### config.mk
export PLATFORM = sky130hd
export DESIGN_NAME = server_slot_allocator_unit
export DESIGN_NICKNAME = d
export VERILOG_FILES = /design/src/ssa_pkg.sv /design/src/ssa_slot_mem.sv /design/src/server_slot_allocator_unit.sv
export SDC_FILE = /design/constraint.sdc
export NUM_CORES = 2
export LEC_CHECK = 0
export BUFFER_PORTS_ARGS = -buffer_cell sky130_fd_sc_hd__buf_2
export CAP_MARGIN = 20
export CORE_MARGIN = 3
export CORE_UTILIZATION = 58
export CTS_BUF_LIST = sky130_fd_sc_hd__clkbuf_8 sky130_fd_sc_hd__clkbuf_16
export DETAILED_ROUTE_END_ITERATION = 10
export GPL_ROUTABILITY_DRIVEN = 0
export PLACE_DENSITY_LB_ADDON = 0.25
export SLEW_MARGIN = 10
export SYNTH_ARGS = -nofsm -noshare
export SYNTH_HDL_FRONTEND = slang
export SYNTH_HIERARCHICAL = 1
export SYNTH_SLANG_ARGS = --single-unit
### constraint.sdc
create_clock -name clk -period 29.7 [get_ports clk]
set_input_delay 5.94 -clock clk [delete_from_list [all_inputs] [get_ports clk]]
set_output_delay 5.94 -clock clk [all_outputs]
set_load 0.01 [all_outputs]
### src/ssa_pkg.sv
// Shared types and constants of the server slot allocator.
package ssa_pkg;

	// Fixed reset values of the configuration registers.
	localparam logic [7:0]  RST_CODE_STOPPED = 8'd0;
	localparam logic [7:0]  RST_CODE_FREE    = 8'd1;
	localparam logic [7:0]  RST_CODE_BUSY    = 8'd2;
	localparam logic [31:0] RST_TIMEOUT_MS   = 32'd15000;

	// A tick never reports more than this many slots.
	localparam int MAX_RESULTS = 8;
	localparam int CNT_W       = 4;

	typedef enum logic [1:0] {
		CMD_REPORT  = 2'd0,
		CMD_REQUEST = 2'd1,
		CMD_TICK    = 2'd2
	} cmd_t;

	typedef enum logic [2:0] {
		KIND_GRANTED   = 3'd0,
		KIND_REFUSED   = 3'd1,
		KIND_STORED    = 3'd2,
		KIND_IGNORED   = 3'd3,
		KIND_RESTART   = 3'd4,
		KIND_CLEARED   = 3'd5,
		KIND_TICK_IDLE = 3'd6
	} kind_t;

	typedef enum logic [2:0] {
		REG_BASE_PORT     = 3'd0,
		REG_DISK_PORT     = 3'd1,
		REG_KEYBOARD_PORT = 3'd2,
		REG_TIMEOUT_MS    = 3'd3,
		REG_CODE_STOPPED  = 3'd4,
		REG_CODE_FREE     = 3'd5,
		REG_CODE_BUSY     = 3'd6
	} cfg_reg_t;

	// One slot of the table as held in memory.
	typedef struct packed {
		logic [7:0]  status;
		logic [31:0] owner;
		logic [31:0] seen;
		logic [31:0] pid;
	} slot_entry_t;

	// One result transaction.
	typedef struct packed {
		logic [2:0]  kind;
		logic [2:0]  slot;
		logic [15:0] worker_port;
		logic [15:0] second_port;
		logic [15:0] third_port;
		logic        spawned;
		logic [31:0] victim_pid;
		logic        last;
	} result_t;

endpackage

### src/ssa_slot_mem.sv
// Slot table memory with per-entry valid bits standing in for the reset contents.
module ssa_slot_mem
	import ssa_pkg::*;
#(
	parameter int SLOTS = 8,
	parameter int IW    = 3
) (
	input  logic              clk,
	input  logic              arst_n,
	input  logic              re,
	input  logic [IW-1:0]     raddr,
	input  logic              we,
	input  logic [IW-1:0]     waddr,
	input  slot_entry_t       wdata,
	output slot_entry_t       rdata,
	output logic [IW-1:0]     ridx
);

	slot_entry_t   mem [SLOTS];
	slot_entry_t   raw_s1;
	logic          rvld_s1;
	logic [IW-1:0] ridx_s1;
	logic          vld_q [SLOTS];

	always_ff @(posedge clk) begin
		if (we) begin
			mem[waddr] <= wdata;
		end
		if (re) begin
			raw_s1 <= mem[raddr];
		end
	end

	always_ff @(posedge clk or negedge arst_n) begin
		if (!arst_n) begin
			for (int i = 0; i < SLOTS; i++) begin
				vld_q[i] <= 1'b0;
			end
			rvld_s1 <= 1'b0;
			ridx_s1 <= '0;
		end else begin
			if (we) begin
				vld_q[waddr] <= 1'b1;
			end
			if (re) begin
				rvld_s1 <= vld_q[raddr];
				ridx_s1 <= raddr;
			end
		end
	end

	// An entry never written reads as its reset contents: slot zero busy, the rest stopped.
	always_comb begin
		if (rvld_s1) begin
			rdata = raw_s1;
		end else begin
			rdata        = '0;
			rdata.status = (ridx_s1 == '0) ? RST_CODE_BUSY : RST_CODE_STOPPED;
		end
	end

	assign ridx = ridx_s1;

endmodule

### src/server_slot_allocator_unit.sv
// Top level of the server slot allocator: control sequencer, registers and output stage.
//
// Channel  Direction  Handshake              Payload
// in       sink       in_valid / in_ready    cmd, now_ms, report_port, report_status,
//                                            report_pid, client_ip
// out      source     out_valid / out_ready  kind, slot, worker_port, second_port,
//                                            third_port, spawned, victim_pid, last
// cfg      sink       cfg_valid / cfg_ready  cfg_index, cfg_data
//
// A status report passes a range check, a read of the slot and a write back before its
// result; a port out of range is answered after the range check. A client request or a
// tick sweeps the slot memory through its single read port, one entry a cycle while no
// tick expiry stalls on the output; a request then reads its chosen slot once more before
// writing it. Reset clears the control state and the valid bits of the table at once;
// there is no clearing pass. A stalled output holds a tick's sweep in place without losing
// any entry.
module server_slot_allocator_unit
	import ssa_pkg::*;
#(
	parameter int SLOTS = 8
) (
	input  logic        clk,
	input  logic        arst_n,

	input  logic        in_valid,
	output logic        in_ready,
	input  logic [1:0]  cmd,
	input  logic [31:0] now_ms,
	input  logic [15:0] report_port,
	input  logic [7:0]  report_status,
	input  logic [31:0] report_pid,
	input  logic [31:0] client_ip,

	output logic        out_valid,
	input  logic        out_ready,
	output logic [2:0]  kind,
	output logic [2:0]  slot,
	output logic [15:0] worker_port,
	output logic [15:0] second_port,
	output logic [15:0] third_port,
	output logic        spawned,
	output logic [31:0] victim_pid,
	output logic        last,

	input  logic        cfg_valid,
	output logic        cfg_ready,
	input  logic [2:0]  cfg_index,
	input  logic [31:0] cfg_data
);

	localparam int IW = (SLOTS > 1) ? $clog2(SLOTS) : 1;
	localparam int CW = IW + 1;

	typedef enum logic [6:0] {
		S_IDLE     = 7'b0000001,
		S_SCAN     = 7'b0000010,
		S_RPT_CHK  = 7'b0000100,
		S_RPT_WR   = 7'b0001000,
		S_REQ_PICK = 7'b0010000,
		S_REQ_WR   = 7'b0100000,
		S_TICK_END = 7'b1000000
	} state_t;

	state_t state_q, state_nxt;

	// Configuration registers.
	logic [15:0] base_port_q, disk_port_q, keyboard_port_q;
	logic [31:0] timeout_q;
	logic [7:0]  code_stopped_q, code_free_q, code_busy_q;

	// The accepted transaction.
	logic [1:0]  cmd_q;
	logic [31:0] now_q, pid_q, ip_q;
	logic [15:0] port_q;
	logic [7:0]  status_q;

	// Sweep bookkeeping.
	logic [CW-1:0]    rd_idx_q;
	logic             s1_vld_q;
	logic             own_f_q, fre_f_q, stp_f_q;
	logic [IW-1:0]    own_i_q, fre_i_q, stp_i_q;
	logic             spawn_q;
	logic [IW-1:0]    use_q;
	logic             pend_vld_q;
	result_t          pend_q;
	logic [CNT_W-1:0] tcnt_q;

	// Output register.
	logic    out_valid_q;
	result_t out_q;

	// Memory access.
	logic          mem_re, mem_we;
	logic [IW-1:0] mem_raddr, mem_waddr, mem_ridx;
	slot_entry_t   mem_wdata, eff;

	logic          in_acc, out_free, is_tick, rd_done;
	logic          t_exp, stall, adv, tick_hit, req_proc;
	logic [16:0]   rpt_diff;
	logic          rpt_bad;
	logic [IW-1:0] rpt_idx, pick_idx;
	logic          push;
	result_t       push_res, hit_res;

	ssa_slot_mem #(
		.SLOTS (SLOTS),
		.IW    (IW)
	) u_mem (
		.clk    (clk),
		.arst_n (arst_n),
		.re     (mem_re),
		.raddr  (mem_raddr),
		.we     (mem_we),
		.waddr  (mem_waddr),
		.wdata  (mem_wdata),
		.rdata  (eff),
		.ridx   (mem_ridx)
	);

	assign in_ready  = (state_q == S_IDLE);
	assign cfg_ready = 1'b1;
	assign in_acc    = in_valid && in_ready;
	assign out_free  = !out_valid_q || out_ready;
	assign is_tick   = (cmd_q == CMD_TICK);
	assign rd_done   = (rd_idx_q == CW'(SLOTS));

	// A report names a slot by its offset from the base port.
	assign rpt_diff = {1'b0, port_q} - {1'b0, base_port_q};
	assign rpt_bad  = rpt_diff[16] || (rpt_diff >= 17'(SLOTS));
	assign rpt_idx  = rpt_diff[IW-1:0];

	// An entry in the read stage of a tick sweep that has outlived the timeout.
	assign t_exp = (state_q == S_SCAN) && is_tick && s1_vld_q
		&& (eff.status != code_stopped_q) && ((now_q - eff.seen) > timeout_q);

	// A new expiry must first pass the one held back on to the output register.
	assign stall    = t_exp && pend_vld_q && !out_free;
	assign adv      = !stall;
	assign tick_hit = t_exp && adv;
	assign req_proc = (state_q == S_SCAN) && !is_tick && s1_vld_q;

	assign pick_idx = own_f_q ? own_i_q : (fre_f_q ? fre_i_q : stp_i_q);

	always_comb begin
		hit_res            = '0;
		hit_res.slot       = 3'(mem_ridx);
		if (eff.pid != '0) begin
			hit_res.kind       = KIND_RESTART;
			hit_res.victim_pid = eff.pid;
		end else begin
			hit_res.kind       = KIND_CLEARED;
		end
	end

	always_comb begin
		state_nxt = state_q;
		mem_re    = 1'b0;
		mem_raddr = '0;
		mem_we    = 1'b0;
		mem_waddr = '0;
		mem_wdata = '0;
		push      = 1'b0;
		push_res  = '0;
		unique case (state_q)
			S_IDLE: begin
				if (in_acc) begin
					unique case (cmd) inside
						CMD_REPORT:            state_nxt = S_RPT_CHK;
						CMD_REQUEST, CMD_TICK: state_nxt = S_SCAN;
						default:               state_nxt = S_IDLE;
					endcase
				end
			end
			S_SCAN: begin
				mem_raddr = rd_idx_q[IW-1:0];
				mem_re    = adv && !rd_done;
				if (tick_hit) begin
					mem_we           = 1'b1;
					mem_waddr        = mem_ridx;
					mem_wdata.status = code_stopped_q;
				end
				if (t_exp && pend_vld_q && out_free) begin
					push     = 1'b1;
					push_res = pend_q;
				end
				if (tick_hit && (tcnt_q == CNT_W'(MAX_RESULTS - 1))) begin
					state_nxt = S_TICK_END;
				end else if (rd_done && (!s1_vld_q || adv)) begin
					state_nxt = is_tick ? S_TICK_END : S_REQ_PICK;
				end
			end
			S_RPT_CHK: begin
				if (rpt_bad) begin
					if (out_free) begin
						push          = 1'b1;
						push_res.kind = KIND_IGNORED;
						push_res.last = 1'b1;
						state_nxt     = S_IDLE;
					end
				end else begin
					mem_re    = 1'b1;
					mem_raddr = rpt_idx;
					state_nxt = S_RPT_WR;
				end
			end
			S_RPT_WR: begin
				if (out_free) begin
					// The owner is kept; everything else comes from the report.
					mem_we           = 1'b1;
					mem_waddr        = rpt_idx;
					mem_wdata.status = status_q;
					mem_wdata.owner  = eff.owner;
					mem_wdata.seen   = now_q;
					mem_wdata.pid    = pid_q;
					push             = 1'b1;
					push_res.kind    = KIND_STORED;
					push_res.slot    = 3'(rpt_idx);
					push_res.last    = 1'b1;
					state_nxt        = S_IDLE;
				end
			end
			S_REQ_PICK: begin
				if (own_f_q || fre_f_q || stp_f_q) begin
					mem_re    = 1'b1;
					mem_raddr = pick_idx;
					state_nxt = S_REQ_WR;
				end else if (out_free) begin
					push          = 1'b1;
					push_res.kind = KIND_REFUSED;
					push_res.last = 1'b1;
					state_nxt     = S_IDLE;
				end
			end
			S_REQ_WR: begin
				if (out_free) begin
					mem_we               = 1'b1;
					mem_waddr            = use_q;
					mem_wdata            = eff;
					mem_wdata.owner      = ip_q;
					if (spawn_q) begin
						mem_wdata.status = code_busy_q;
					end
					push                 = 1'b1;
					push_res.kind        = KIND_GRANTED;
					push_res.slot        = 3'(use_q);
					push_res.worker_port = base_port_q + 16'(use_q);
					push_res.second_port = disk_port_q;
					push_res.third_port  = keyboard_port_q;
					push_res.spawned     = spawn_q;
					push_res.last        = 1'b1;
					state_nxt            = S_IDLE;
				end
			end
			S_TICK_END: begin
				if (out_free) begin
					push = 1'b1;
					if (pend_vld_q) begin
						push_res = pend_q;
					end else begin
						push_res.kind = KIND_TICK_IDLE;
					end
					push_res.last = 1'b1;
					state_nxt     = S_IDLE;
				end
			end
			default: state_nxt = S_IDLE;
		endcase
	end

	always_ff @(posedge clk or negedge arst_n) begin
		if (!arst_n) begin
			state_q         <= S_IDLE;
			base_port_q     <= '0;
			disk_port_q     <= '0;
			keyboard_port_q <= '0;
			timeout_q       <= RST_TIMEOUT_MS;
			code_stopped_q  <= RST_CODE_STOPPED;
			code_free_q     <= RST_CODE_FREE;
			code_busy_q     <= RST_CODE_BUSY;
			rd_idx_q        <= '0;
			s1_vld_q        <= 1'b0;
			own_f_q         <= 1'b0;
			fre_f_q         <= 1'b0;
			stp_f_q         <= 1'b0;
			pend_vld_q      <= 1'b0;
			tcnt_q          <= '0;
			out_valid_q     <= 1'b0;
		end else begin
			state_q <= state_nxt;

			if (cfg_valid && cfg_ready) begin
				unique case (cfg_index)
					REG_BASE_PORT:     base_port_q     <= cfg_data[15:0];
					REG_DISK_PORT:     disk_port_q     <= cfg_data[15:0];
					REG_KEYBOARD_PORT: keyboard_port_q <= cfg_data[15:0];
					REG_TIMEOUT_MS:    timeout_q       <= cfg_data;
					REG_CODE_STOPPED:  code_stopped_q  <= cfg_data[7:0];
					REG_CODE_FREE:     code_free_q     <= cfg_data[7:0];
					REG_CODE_BUSY:     code_busy_q     <= cfg_data[7:0];
					default: ;
				endcase
			end

			if (state_q == S_IDLE) begin
				rd_idx_q   <= '0;
				s1_vld_q   <= 1'b0;
				own_f_q    <= 1'b0;
				fre_f_q    <= 1'b0;
				stp_f_q    <= 1'b0;
				pend_vld_q <= 1'b0;
				tcnt_q     <= '0;
			end else if (state_q == S_SCAN) begin
				if (mem_re) begin
					rd_idx_q <= rd_idx_q + CW'(1);
				end
				if (adv) begin
					s1_vld_q <= mem_re;
				end
				if (tick_hit) begin
					pend_vld_q <= 1'b1;
					tcnt_q     <= tcnt_q + CNT_W'(1);
				end
				// First owner match, first free slot and first stopped slot, in slot order.
				if (req_proc) begin
					if (!own_f_q && (eff.owner == ip_q)) begin
						own_f_q <= 1'b1;
					end
					if (!fre_f_q && (eff.status == code_free_q)) begin
						fre_f_q <= 1'b1;
					end
					if (!stp_f_q && (eff.status == code_stopped_q)) begin
						stp_f_q <= 1'b1;
					end
				end
			end else begin
				s1_vld_q <= 1'b0;
				// The held-back tick result is gone once the final one has been pushed.
				if (push) begin
					pend_vld_q <= 1'b0;
				end
			end

			if (push) begin
				out_valid_q <= 1'b1;
			end else if (out_ready) begin
				out_valid_q <= 1'b0;
			end
		end
	end

	// Payload registers.
	always_ff @(posedge clk) begin
		if (in_acc) begin
			cmd_q    <= cmd;
			now_q    <= now_ms;
			port_q   <= report_port;
			status_q <= report_status;
			pid_q    <= report_pid;
			ip_q     <= client_ip;
		end
		if (req_proc) begin
			if (!own_f_q) begin
				own_i_q <= mem_ridx;
			end
			if (!fre_f_q) begin
				fre_i_q <= mem_ridx;
			end
			if (!stp_f_q) begin
				stp_i_q <= mem_ridx;
			end
		end
		if (state_q == S_REQ_PICK) begin
			use_q   <= pick_idx;
			spawn_q <= !own_f_q && !fre_f_q;
		end
		if (tick_hit) begin
			pend_q <= hit_res;
		end
		if (push) begin
			out_q <= push_res;
		end
	end

	assign out_valid   = out_valid_q;
	assign kind        = out_q.kind;
	assign slot        = out_q.slot;
	assign worker_port = out_q.worker_port;
	assign second_port = out_q.second_port;
	assign third_port  = out_q.third_port;
	assign spawned     = out_q.spawned;
	assign victim_pid  = out_q.victim_pid;
	assign last        = out_q.last;

`ifndef ASSERT_OFF
	// The table is only written while a transaction is being worked on.
	a_no_write_idle: assert property (@(posedge clk) disable iff (!arst_n)
		(state_q == S_IDLE) |-> !mem_we)
		else $error("slot table written while idle");

	// A tick never reports more slots than its result limit.
	a_tick_limit: assert property (@(posedge clk) disable iff (!arst_n)
		tcnt_q <= CNT_W'(MAX_RESULTS))
		else $error("tick result count beyond limit");

	// A held-back tick result exists only during a tick sweep or its final stage.
	a_pend_scope: assert property (@(posedge clk) disable iff (!arst_n)
		pend_vld_q |-> ((state_q == S_SCAN) || (state_q == S_TICK_END)))
		else $error("pending tick result outside a tick");

	// A report transaction always starts with its range check.
	a_report_start: assert property (@(posedge clk) disable iff (!arst_n)
		(in_acc && (cmd == CMD_REPORT)) |=> (state_q == S_RPT_CHK))
		else $error("report did not enter its range check");
`endif

endmodule
==> summary.json <==
{
  "run_status": {"value": "finished, final reports clean"},
  "fp.dieArea": {"value": 98800, "unit": "sq um"},
  "num_vias": {"value": 28600},
  "clock_sink_count": {"value": 1332},
  "wl_per_cell": {"value": 24.7, "unit": "microns"},
  "hold_path_class": {"value": "reg -> reg"},
  "ir_worst_vdd": {"value": 0.0411, "unit": "mV"},
  "static-leakage-power": {"value": 20.4, "unit": "nW"},
  "cts_root_buf": {"value": "sky130_fd_sc_hd__clkbuf_16"},
  "layout-drive-gt1-share": {"value": 0.274},
  "kind_of_end_point_of_the_critical_path": {"value": "register"},
  "clk_path_buf_depth": {"value": 3},
  "synth_cell_type_count": {"value": 83},
  "synthesis.area_per_instance": {"value": 17.8, "unit": "sq um"},
  "antennaDiodeCount": {"value": 0},
  "cap_violations": {"value": 0},
  "max_clock_freq": {"value": 96.3, "unit": "MHz"},
  "detailedRoute.firstIterationViolations": {"value": 2369},
  "synth_edf_count": {"value": 1195},
  "antenna_violations_before_repair": {"value": 2},
  "antenna_left": {"value": 0},
  "numPortBuffers": {"value": 251},
  "worst_pin_slew": {"value": 1130, "unit": "ps"},
  "timing.critical_path.arrival": {"value": 10740, "unit": "ps"},
  "yosys_most_used_dff": {"value": "sky130_fd_sc_hd__edfxtp_1"},
  "detailed_route_drc_error_count": {"value": 0},
  "count_of_placed_standard_cells_in_the_final_layout_fillers_left_out": {"value": 4742},
  "yosys_register_bits": {"value": 1332},
  "ys_seq_area_frac": {"value": 0.713},
  "timing.clock.skew": {"value": 35.6, "unit": "ps"},
  "layout.cells.most_common_list": {"value": "1,195 x sky130_fd_sc_hd__edfxtp_1, 250 x sky130_fd_sc_hd__buf_2, 209 x sky130_fd_sc_hd__mux4_2"},
  "place_hpwl": {"value": 70300, "unit": "microns"},
  "finalSetupTns": {"value": 0, "unit": "ps"},
  "route.final.wire_length": {"value": 117000, "unit": "microns"},
  "setup_viol_count_final": {"value": 0},
  "cts_hold_repair.buffers": {"value": 0},
  "global_route.usage.total": {"value": 0.240},
  "finalNetCount": {"value": 3631},
  "drtPass1Iterations": {"value": 7},
  "die_h": {"value": 314, "unit": "microns"},
  "slew-limit-headroom": {"value": 0.236},
  "setup_repair_after_global_routing_missed_its_margin": {"value": "false"},
  "post_cts.repair.setup_buffers": {"value": 0},
  "number_of_levels_the_h_tree_was_split_into": {"value": 4},
  "power_density": {"value": 73.1, "unit": "nW/um^2"},
  "io_pins": {"value": 253},
  "die_x": {"value": 314, "unit": "microns"},
  "tritoncts_clock_tree": {"value": "yes"},
  "floorplan.rows": {"value": 112},
  "timing.hold.ws": {"value": 466, "unit": "ps"},
  "worst-setup-path-type": {"value": "in -> reg"},
  "p_total": {"value": 0.00453, "unit": "W"},
  "fin_util": {"value": 0.661},
  "grt_max_degree": {"value": 178},
  "worstPathRequired": {"value": 30060, "unit": "ps"},
  "cts-buffers-inserted": {"value": 133},
  "viasPerCell": {"value": 6.04},
  "tcrit_tclk_final": {"value": 0.350},
  "ys.warnings.count": {"value": 6},
  "maxSlewViolCount": {"value": 0},
  "overflow": {"value": 0},
  "syn_to_final_growth": {"value": 12.4, "unit": "%"},
  "post_cts_resized": {"value": 0},
  "fp.coreArea": {"value": 93700, "unit": "sq um"},
  "floorplan.initialDensity": {"value": 0.588},
  "cts.reportedPaths.clkPinSlew": {"value": 60, "unit": "ps"},
  "start_kind": {"value": "input pin"},
  "async_reset_ff_frac": {"value": 0.103},
  "worstSkewPairLatency": {"value": 740, "unit": "ps"},
  "critPathMaxFanout": {"value": 70},
  "synth.cell_area": {"value": 55100, "unit": "sq um"},
  "synth_cells": {"value": 3104},
  "final_common_cell": {"value": "sky130_fd_sc_hd__edfxtp_1"},
  "final.min_clock_period": {"value": 10380, "unit": "ps"},
  "place_inst": {"value": 4492},
  "grt_first_pass_wirelength": {"value": 179000, "unit": "microns"},
  "first_global_vias": {"value": 30000},
  "syn_nets": {"value": 3356},
  "finalHoldViolCount": {"value": 0}
}
==> final cells by class <==
cell class | count | area (sq um)
Clock buffer | 139 | 3430
Inverter | 107 | 407
Clock inverter | 105 | 887
Tap cell | 1254 | 1570
Timing Repair Buffer | 297 | 1680
Fill cell | 6103 | 31800
Multi-Input combinational cell | 1508 | 14700
Sequential cell | 1332 | 39300
==> registers in the layout, indices dropped and copies added (netlist names), 16 cells and up <==
signal	cells
pend_q	36
timeout_q	32
u_mem/raw_s1	104
u_mem/mem	832
disk_port_q	16
base_port_q	16
now_q	32
worker_port	16
third_port	16
pid_q	32
second_port	16
ip_q	32
keyboard_port_q	16
port_q	16
victim_pid	32
==> worst paths after layout <==
path | slack (ps) | to | cells after the start | start
hold / removal | 470 | u_mem/vld_q[0]$_DFFE_PN0P_ | 1 | u_mem/vld_q[0]$_DFFE_PN0P_
max in group asynchronous | 23050 | u_mem/rvld_s1$_DFFE_PN0P_ | 2 | arst_n
hold reg to reg | 470 | u_mem/vld_q[0]$_DFFE_PN0P_ | 1 | u_mem/vld_q[0]$_DFFE_PN0P_
min in group asynchronous | 5190 | timeout_q[27]$_DFFE_PN0P_ | 1 | arst_n
setup reg to reg | 20650 | u_mem/mem[1][96]$_DFFE_PP_ | 25 | u_mem/rvld_s1$_DFFE_PN0P_
setup / recovery | 19320 | u_mem/mem[1][96]$_DFFE_PP_ | 13 | out_ready
==> cells by family after synthesis <==
kind of cell,count (synthesis),share of synthesized area
AND/OR/NAND/NOR,574,0.0572
buffers and inverters,264,0.0233
multiplexers,422,0.130
XOR/XNOR,91,0.0145
other,1,0.0000680
AO/OA/AOI/OAI,330,0.0405
adder cells (fa/ha/maj),90,0.0208
flip-flops,1332,0.713
==> per-layer routing <==
| layer | GRT usage | part of all wire | up-vias |
|---|---|---|---|
| met4 | 0.0805 | 0.028 | 0 |
| met2 | 0.403 | 0.50 | 1097 |
| li1 | - | - | 12600 |
| met1 | 0.324 | 0.41 | 14700 |
| met3 | 0.0388 | 0.065 | 189 |
| met5 | 0 | 0 | - |
==> cell usage after synthesis (all sizes together), types with 5 or more instances <==
master | number | area share
edfxtp | 1195 | 0.65
mux4 | 209 | 0.085
mux2 | 197 | 0.042
and2 | 176 | 0.020
dfrtp | 127 | 0.058
nand2 | 116 | 0.0079
inv | 107 | 0.0073
o21ai | 96 | 0.0087
clkbuf | 91 | 0.0062
ha | 87 | 0.020
nor2 | 80 | 0.0054
a22o | 66 | 0.010
buf | 66 | 0.0098
a21oi | 65 | 0.0060
xnor2 | 46 | 0.0073
xor2 | 45 | 0.0071
nand3 | 30 | 0.0027
nor3 | 30 | 0.0028
nor4 | 25 | 0.0030
a21o | 23 | 0.0031
nand4 | 18 | 0.0020
mux2i | 16 | 0.0029
nand2b | 15 | 0.0017
nor2b | 15 | 0.0019
or2 | 11 | 0.0013
dfstp | 10 | 0.0048
and3 | 9 | 0.0010
nand4b | 9 | 0.0014
o21a | 9 | 0.0012
a211oi | 8 | 0.0012
o211ai | 8 | 0.0011
a31oi | 6 | 0.00068
or3 | 6 | 0.00068
nand3b | 5 | 0.00068
nor3b | 5 | 0.00089
o31ai | 5 | 0.00068
==> critical path, stage by stage <==
cell and delay, ps:
sky130_fd_sc_hd__buf_2 90, sky130_fd_sc_hd__nor2b_1 40, sky130_fd_sc_hd__buf_4 180, sky130_fd_sc_hd__nor2_1 220
sky130_fd_sc_hd__and4b_4 540, sky130_fd_sc_hd__buf_4 790, sky130_fd_sc_hd__nand2_1 130, sky130_fd_sc_hd__o21ai_0 170
sky130_fd_sc_hd__a21o_1 230, sky130_fd_sc_hd__nand2b_1 190, sky130_fd_sc_hd__nor2_4 720, sky130_fd_sc_hd__buf_4 700
sky130_fd_sc_hd__buf_4 710
==> metrics by stage <==
stage | cell area, sq um | worst slack [ps]
floorplan | 55100 | 14400
global placement | 57600 | 18690
detailed placement | 57600 | 18520
CTS | 61900 | 19270
global route | 62000 | 19020
finish | 62000 | 19320
==> power by group <==
part	internal, W	total, W	switching [W]
clock network	0.000933	0.00163	0.000700
logic	0.000275	0.000710	0.000435
registers	0.00213	0.00219	0.0000565
total	0.00334	0.00453	0.00119
Power figures use the tool's default switching activity.
